===== src/sv/is_pkg.sv =====
// Shared types and constants for the insertion sorter.
package is_pkg;

  localparam int DATA_W       = 32;
  localparam int CAPACITY_DEF = 32;

  typedef logic signed [DATA_W-1:0] data_t;

  // Command and broadcast value sent to every cell.
  typedef struct packed {
    logic  ins;
    logic  shift;
    data_t value;
  } cell_ctl_t;

  // What a cell shows to its neighbors.
  typedef struct packed {
    logic  vld;
    logic  gt;
    data_t value;
  } cell_st_t;

endpackage


===== src/sv/is_chan_if.sv =====
// Stream interfaces for the input and result channels.
interface is_in_if;
  logic             valid;
  logic             ready;
  is_pkg::data_t    value;
  logic             batch_end;

  modport source (output valid, output value, output batch_end, input ready);
  modport sink   (input valid, input value, input batch_end, output ready);
endinterface

interface is_out_if;
  logic             valid;
  logic             ready;
  is_pkg::data_t    sorted_value;
  logic             final_res;
  logic             overflow;

  modport source (output valid, output sorted_value, output final_res, output overflow,
                  input ready);
  modport sink   (input valid, input sorted_value, input final_res, input overflow,
                  output ready);
endinterface


===== src/sv/is_cell.sv =====
// One cell of the sorting chain: holds one entry and its valid bit.
module is_cell (
  input  logic              clk,
  input  logic              rst_n,
  input  is_pkg::cell_ctl_t ctl,
  input  is_pkg::cell_st_t  left,
  input  is_pkg::cell_st_t  right,
  output is_pkg::cell_st_t  st
);
  import is_pkg::*;

  logic  vld_r, vld_nxt;
  data_t value_r, value_nxt;
  logic  gt;

  // An empty cell acts as +infinity so the new entry lands at the fill edge.
  assign gt = !vld_r || (value_r > ctl.value);

  always_comb begin
    vld_nxt   = vld_r;
    value_nxt = value_r;
    if (ctl.ins && gt) begin
      if (left.gt) begin
        vld_nxt   = left.vld;
        value_nxt = left.value;
      end else begin
        vld_nxt   = 1'b1;
        value_nxt = ctl.value;
      end
    end else if (ctl.shift) begin
      vld_nxt   = right.vld;
      value_nxt = right.value;
    end
  end

  always_ff @(posedge clk) begin
    if (!rst_n) begin
      vld_r <= 1'b0;
    end else begin
      vld_r <= vld_nxt;
    end
  end

  always_ff @(posedge clk) begin
    value_r <= value_nxt;
  end

  assign st.vld   = vld_r;
  assign st.gt    = gt;
  assign st.value = value_r;

endmodule


===== src/sv/insertion_sorter.sv =====
// Insertion sorter top level: a chain of compare-and-shift cells with batch drain control.
// An accepted word is registered into its sorted slot by the edge that ends its accept cycle.
// Throughput: one input word per cycle while a batch fills; after the word marked
//   batch_end, the first result appears in the next cycle and the batch of n entries
//   drains at one word per cycle while out_ch is ready; input is held off during the
//   drain. The drain rate is set by the cells shifting down the chain.
// Reset (synchronous, rst_n low) clears all cell valid bits, the drop flag and drain state.
module insertion_sorter #(
  parameter int CAPACITY = is_pkg::CAPACITY_DEF
) (
  input  logic       clk,
  input  logic       rst_n,
  is_in_if.sink      in_ch,
  is_out_if.source   out_ch
);
  import is_pkg::*;

  cell_ctl_t ctl;
  cell_st_t  st [CAPACITY];

  logic drain_r, drain_nxt;
  logic dropped_r, dropped_nxt;
  logic in_fire, out_fire, full, last_word;

  // Take new words only while filling; the chain is busy shifting out otherwise.
  assign in_ch.ready = !drain_r;
  assign in_fire     = in_ch.valid && in_ch.ready;

  // The top cell holds an entry only when the store is full.
  assign full = st[CAPACITY-1].vld;

  // Broadcast the incoming word; insert unless full (then drop it).
  assign ctl.ins   = in_fire && !full;
  assign ctl.shift = out_fire;
  assign ctl.value = in_ch.value;

  // Cell 0 always holds the smallest remaining entry during a drain.
  assign out_ch.valid        = drain_r;
  assign out_ch.sorted_value = st[0].value;
  assign last_word           = !st[1].vld;
  assign out_ch.final_res    = last_word;
  assign out_ch.overflow     = dropped_r;
  assign out_fire            = out_ch.valid && out_ch.ready;

  always_comb begin
    drain_nxt   = drain_r;
    dropped_nxt = dropped_r;
    if (in_fire) begin
      if (full) begin
        dropped_nxt = 1'b1;
      end
      if (in_ch.batch_end) begin
        drain_nxt = 1'b1;
      end
    end
    // Close the batch once its final word has been taken.
    if (out_fire && last_word) begin
      drain_nxt   = 1'b0;
      dropped_nxt = 1'b0;
    end
  end

  always_ff @(posedge clk) begin
    if (!rst_n) begin
      drain_r   <= 1'b0;
      dropped_r <= 1'b0;
    end else begin
      drain_r   <= drain_nxt;
      dropped_r <= dropped_nxt;
    end
  end

  // Chain of cells: each sees its lower neighbor for insertion and its upper for draining.
  for (genvar i = 0; i < CAPACITY; i++) begin : g_cell
    cell_st_t left_st, right_st;

    if (i == 0) begin : g_first
      assign left_st = '0;
    end else begin : g_mid_lo
      assign left_st = st[i-1];
    end

    if (i == CAPACITY-1) begin : g_last
      assign right_st = '0;
    end else begin : g_mid_hi
      assign right_st = st[i+1];
    end

    is_cell u_cell (
      .clk   (clk),
      .rst_n (rst_n),
      .ctl   (ctl),
      .left  (left_st),
      .right (right_st),
      .st    (st[i])
    );
  end

endmodule

===== src/flat_wrapper.sv =====
// flat-port wrapper written by rule: the top's interface ports become plain ports
module insertion_sorter_flat import is_pkg::*;
#(
  parameter int CAPACITY = is_pkg::CAPACITY_DEF
)
  (clk, rst_n, in_ch_valid, in_ch_value, in_ch_batch_end, in_ch_ready, out_ch_valid, out_ch_sorted_value, out_ch_final_res, out_ch_overflow, out_ch_ready);
  is_in_if in_ch_i ();
  is_out_if out_ch_i ();
  input  logic clk;
  input  logic rst_n;
  input wire logic [$bits(in_ch_i.valid)-1:0] in_ch_valid;
  input wire logic [$bits(in_ch_i.value)-1:0] in_ch_value;
  input wire logic [$bits(in_ch_i.batch_end)-1:0] in_ch_batch_end;
  output wire logic [$bits(in_ch_i.ready)-1:0] in_ch_ready;
  output wire logic [$bits(out_ch_i.valid)-1:0] out_ch_valid;
  output wire logic [$bits(out_ch_i.sorted_value)-1:0] out_ch_sorted_value;
  output wire logic [$bits(out_ch_i.final_res)-1:0] out_ch_final_res;
  output wire logic [$bits(out_ch_i.overflow)-1:0] out_ch_overflow;
  input wire logic [$bits(out_ch_i.ready)-1:0] out_ch_ready;
  assign in_ch_i.valid = in_ch_valid;
  assign in_ch_i.value = in_ch_value;
  assign in_ch_i.batch_end = in_ch_batch_end;
  assign in_ch_ready = in_ch_i.ready;
  assign out_ch_valid = out_ch_i.valid;
  assign out_ch_sorted_value = out_ch_i.sorted_value;
  assign out_ch_final_res = out_ch_i.final_res;
  assign out_ch_overflow = out_ch_i.overflow;
  assign out_ch_i.ready = out_ch_ready;
  insertion_sorter #(.CAPACITY(CAPACITY)) u_core (.clk(clk), .rst_n(rst_n), .in_ch(in_ch_i), .out_ch(out_ch_i));
endmodule

===== config.mk =====
export PLATFORM = sky130hd
export DESIGN_NAME = insertion_sorter_flat
export DESIGN_NICKNAME = d
export VERILOG_FILES = /design/src/sv/is_pkg.sv /design/src/sv/is_chan_if.sv /design/src/sv/is_cell.sv /design/src/sv/insertion_sorter.sv /design/src/flat_wrapper.sv
export SDC_FILE = /design/constraint.sdc
export NUM_CORES = 2
export LEC_CHECK = 0
export BUFFER_PORTS_ARGS = -buffer_cell sky130_fd_sc_hd__buf_2
export CAP_MARGIN = 20
export CORE_MARGIN = 2
export CORE_UTILIZATION = 40
export DETAILED_ROUTE_END_ITERATION = 8
export PLACE_DENSITY = 0.58
export REMOVE_ABC_BUFFERS = 1
export SYNTH_ARGS = -nofsm -noshare
export SYNTH_HDL_FRONTEND = slang
export SYNTH_SLANG_ARGS = --single-unit

===== constraint.sdc =====
create_clock -name clk -period 7.9 [get_ports clk]
set_clock_uncertainty 0.1 [all_clocks]
set_input_delay 1.58 -clock clk [delete_from_list [all_inputs] [get_ports clk]]
set_output_delay 1.58 -clock clk [all_outputs]
set_load 0.01 [all_outputs]

Word-level counts from Yosys, hierarchy flattened:

Cells that the tools add are included.

* flip-flop bits (word level): 1058
* input port bits: 37
* output and inout bits: 36
* logic and storage cells: 425

* $lt $le $gt $ge: 32
* multiplexer cells: 190
* bitwise gates (word level): 1
* reduce and logical (&&, ||, !) cells: 136

Operators by type and width (number)
* 32-bit 2-to-1 mux: 95
* 32-bit > comparator: 32
* 1-bit 2-to-1 mux: 95
* 2-bit nonzero test: 32
* 1-bit logical AND: 36
* 1-bit logical NOT: 33
* 1-bit logical OR: 32
* 2-bit AND reduction: 2
* 2-bit OR reduction: 1
* 1-bit inverter: 1

Depth between registers and ports, before layout:

* word-level depth: 5
* depth in mapped cells: 13

Modules after synthesis:

From an unflattened synthesis, not the netlist that was laid out.

* cells, all modules: 12590
* area total of the unflattened synthesis: 119110.5 µm²

By module, submodules not included
* is_cell: times used 32, cells each 393, area each 3718.6 µm²
* insertion_sorter: times used 1, cells each 14, area each 116.4 µm²

Least setup slack after synthesis:

No wires, ideal clock.

* path kind: input-to-reg
* start: input port in_ch_value[1]
* end: register u_core.g_cell[18].u_cell.value_r[0], enable pin
* setup time: 0.466 ns
* arrival: 6.470 ns
* slack: 0.865 ns
* stages: 11
* buffers on the path: 2
* cells stage by stage: inv_1 > ha_1 > nor2b_1 > o211ai_1 > a21oi_1 > o311a_1 > or4b_1 > and3_1 > buf_2 > buf_6 > o21ai_0

* cells in the longest elaborated chain, start to end: 4

RTL lines
* from (decl): RTL line flat_wrapper.sv:12 `input wire logic [$bits(in_ch_i.value)-1:0] in_ch_value;`
* 32-bit > comparator: RTL line is_cell.sv:17 `assign gt = !vld_r || (value_r > ctl.value);`
* 1-bit logical OR: RTL line is_cell.sv:17
* 1-bit logical AND: RTL line is_cell.sv:22 `if (ctl.ins && gt) begin`
* 2-bit nonzero test (no source line)
* to (signal assigned): RTL line is_cell.sv:45 `value_r <= value_nxt;`
* to (decl): RTL line is_cell.sv:13 `data_t value_r, value_nxt;`

Every way passes these cells.
A chain may end at the register's enable or synchronous reset.

Worst setup path after layout:

* start: input port in_ch_value[13]
* end: register u_core.g_cell[22].u_cell.value_r[4] (data pin)

* cells in the longest elaborated chain, start to end: 4

RTL lines (RTL line)
* 32-bit > comparator: is_cell.sv:17
* 1-bit logical OR: is_cell.sv:17
* 32-bit 2-to-1 mux / 1-bit logical AND (equally long branches): is_cell.sv:23, is_cell.sv:22
* 32-bit 2-to-1 mux *: is_cell.sv:22
* via u_core.g_cell[22].u_cell.value_nxt[4]: is_cell.sv:13
* to (signal assigned): is_cell.sv:45
* to (decl): is_cell.sv:13

Mark *: on every way through the listed nets, which the timed path passes. The rest lies on a longest branch.

==> summary.txt <==
Setup path
  • Crit Path Class: primary input to flip-flop
  • RR Startpoint: u_core.g_cell[3].u_cell.value_r[14]
  • Worst reg-to-reg path cell count: 9
  • WP data required: 8430 ps
  • Reg2Reg Setup Slack: 3340 ps
  • Worst R2R End: u_core.g_cell[3].u_cell.value_r[4]
  • Critical Path Source Type: primary input
  • Worst Path Arrival: 6250 ps
  • Peak fanout along the critical path: 19
  • Worst Setup End Kind: flip-flop

Detailed routing
  • Drt initial violations: 6362
  • Final WL: 301000 um
  • Via count: 64600
  • First drt pass iteration count: 6
  • DRC Markers: 0
  • WL per Instance: 30.1 um
  • Drt via density: 6.48
  • Post-route ant nets: 0

Placed design
  • Gpl congestion: 0.937
  • Post-DP HPWL: 211000 um
  • Post-DP Area: 80600 um2
  • IO Port Bufs: 72

GRT
  • First-pass GRT wire length: 431000 um
  • Total grt overflow: 0
  • Vias in the first global route: 64400
  • Largest net degree at the start of global routing: 110
  • GRT Resource Usage Total: 29.5%
  • Initial antenna violation count: 11

Synthesis
  • Synth Instances: 7432
  • Synth cell types: 91
  • Main synth FF type: edfxtp_1
  • Post-synth EDFFs: 1024
  • Synthesized cell area: 76800 um2
  • YS warnings: 0
  • Mapped Avg Cell Area: 10.3 um2
  • Ys async rst share: 0%
  • Synthesized flop and latch total: 1058
  • Register area share after synthesis: 40.9%

Finish
  • Commonest cells after routing, fill and taps aside: 1024 x edfxtp_1, 992 x ha_1, 912 x a21oi_1
  • Layout cells sized above 1: 10.8%
  • # fillers: 18100
  • Fin nets: 8394
  • Commonest non-fill, non-tap cell in the layout: edfxtp_1
  • Area grow syn2layout: 10.2%
  • Design Area, Final: 84700 um2
  • Core Util, Final: 44.4%

Clocking
  • Root buf cell: clkbuf_16
  • Clk slew on worst S/H paths: 60 ps
  • Setup Fix Bufs, Post-CTS: 0
  • CTS tree: done
  • Clk sinks: 1058
  • Post-CTS sizing: 0
  • CTS Buf Count: 121
  • CTS H-Tree Depth: 3
  • Latest clock arrival within the worst-skew pair: 790 ps
  • Hold Buf Count CTS: 0
  • Clock Tree Buf Depth: 3

STA
  • Crit share post-route: 72.5%
  • Max-slew violation count: 0
  • FMAX: 175 MHz
  • Final hold violations: 0
  • Worst slew pin tran: 1110 ps
  • Rel. slew slack: 25.9%
  • Final setup fails: 0
  • Unrepaired setup endpoints after global routing: no
  • Hold_ws: 384 ps
  • Setup TNS: 0 ps
  • Tmin final: 5730 ps

Floorplanning
  • Die X-Extent: 442 um
  • DIE AREA: 196000 um2
  • FP Rows: 160
  • Core Area: 191000 um2
  • Io pins: 73
  • Die Y: 442 um
  • Starting Density: 40.3%

Power
  • PD cells: 245 nW/um2
  • Total Power Consumption: 20.8 mW
  • Max IR drop VDD: 201 uV
  • Static Leak: 35.0 nW

Run
  • Max-cap violation count: 0

Outcome
  • Outcome: finished, final reports clean

Worst hold path
  • Hold Path Stages: 2
  • Hold EP: u_core.out_ch.overflow
  • Min-Delay Path Class: flip-flop to flip-flop
  • Hold_sp: u_core.out_ch.overflow
## Yosys cell counts, types with 13 or more instances
master,instances,area share (%)
nand2_1,480,2.3
a211oi_1,41,0.40
buf_2,97,0.63
and3_1,15,0.12
o31ai_1,15,0.15
or2_2,20,0.16
nand3_1,165,1.1
a31oi_1,141,1.1
nand2b_1,14,0.11
nor2_1,407,2.0
a2bb2oi_1,65,0.74
and4_1,19,0.22
o211ai_1,34,0.33
a21o_1,127,1.2
mux2_2,214,3.1
buf_4,14,0.14
nor4_1,32,0.26
mux2i_1,783,10
ha_1,992,16
o21ai_1,19,0.12
nor2b_1,49,0.40
nor3_1,40,0.26
o21a_1,32,0.31
dfxtp_1,34,0.89
clkbuf_1,364,1.8
nand4_1,207,1.7
buf_1,14,0.068
a211o_1,13,0.15
edfxtp_1,1024,40
a21oi_1,914,6.0
a311oi_1,38,0.43
o21ai_0,671,4.4
a21boi_0,16,0.16
inv_1,141,0.69
## sequential cells by signal, summed over array words and instances (netlist names)
signal and count:
u_core.g_cell.u_cell.vld_r 32, u_core.g_cell.u_cell.value_r 1024, u_core.out_ch.valid 1, u_core.out_ch.overflow 1
## critical path, cell delays in order
cell       delay [ps]
buf_2             120
inv_2             320
buf_4             560
ha_1              350
a211oi_1          290
o32ai_1           140
o41ai_1           610
a211o_1           230
nand3_1           500
nor2_2            870
buf_4             390
a2bb2oi_1         210
## metal layers
layer,vias to the layer above,share of wire [%],GRT usage (%)
met5,-,0.015,0
met4,6,7.3,18.7
met3,978,8.7,6.73
met2,3263,47,49.1
met1,31900,37,34.3
li1,28500,-,-
## metrics by stage
stage | setup slack (ps) | cells
finish | 2170 | 9983
global route | 1990 | 9980
CTS | 2270 | 9968
detailed placement | 1460 | 9742
global placement | 1610 | 9741
floorplan | -5290 | 6936
## cell type report
| class | instances | area, um2 | area share [%] |
|---|---|---|---|
| Inverter | 141 | 529 | 0.625 |
| Sequential cell | 1058 | 31400 | 37.1 |
| Clock inverter | 65 | 497 | 0.587 |
| Tap cell | 2511 | 3140 | 3.71 |
| Clock buffer | 161 | 3340 | 3.95 |
| Multi-Input combinational cell | 5737 | 43200 | 51.0 |
| Antenna cell | 4 | 10.0 | 0.0118 |
| Timing Repair Buffer | 306 | 2510 | 2.96 |
## report_power, final
group          total [mW]  internal (mW)  switching (mW)
combinational        6.06           2.38            3.68
sequential           9.03           7.69            1.34
clock                5.68           3.17            2.51
## kinds of logic (layout without fill, tap and decap cells)
logic type	count (synthesis)	after routing	synth area share [%]
AOI/OAI and AO/OA	2238	2238	16.9
other	0	4	0
DFF	1058	1058	40.9
buffers and inverters	637	673	3.40
muxes	1002	1002	13.4
and+or+nand+nor	1505	1505	9.26
adders and majority gates	992	992	16.2
## worst max-delay path by stage
stage	from	endpoint	depth (start not counted)
floorplan	in_ch_valid	u_core.g_cell[28].u_cell.vld_r	4
detailed placement	in_ch_value[13]	u_core.g_cell[21].u_cell.value_r[17]	13
finish	in_ch_value[13]	u_core.g_cell[22].u_cell.value_r[4]	12
global placement	in_ch_value[13]	u_core.g_cell[21].u_cell.value_r[17]	13
CTS	in_ch_value[13]	u_core.g_cell[21].u_cell.value_r[17]	13
global route	in_ch_value[15]	u_core.g_cell[7].u_cell.value_r[11]	11
Power figures use the tool's default switching activity.
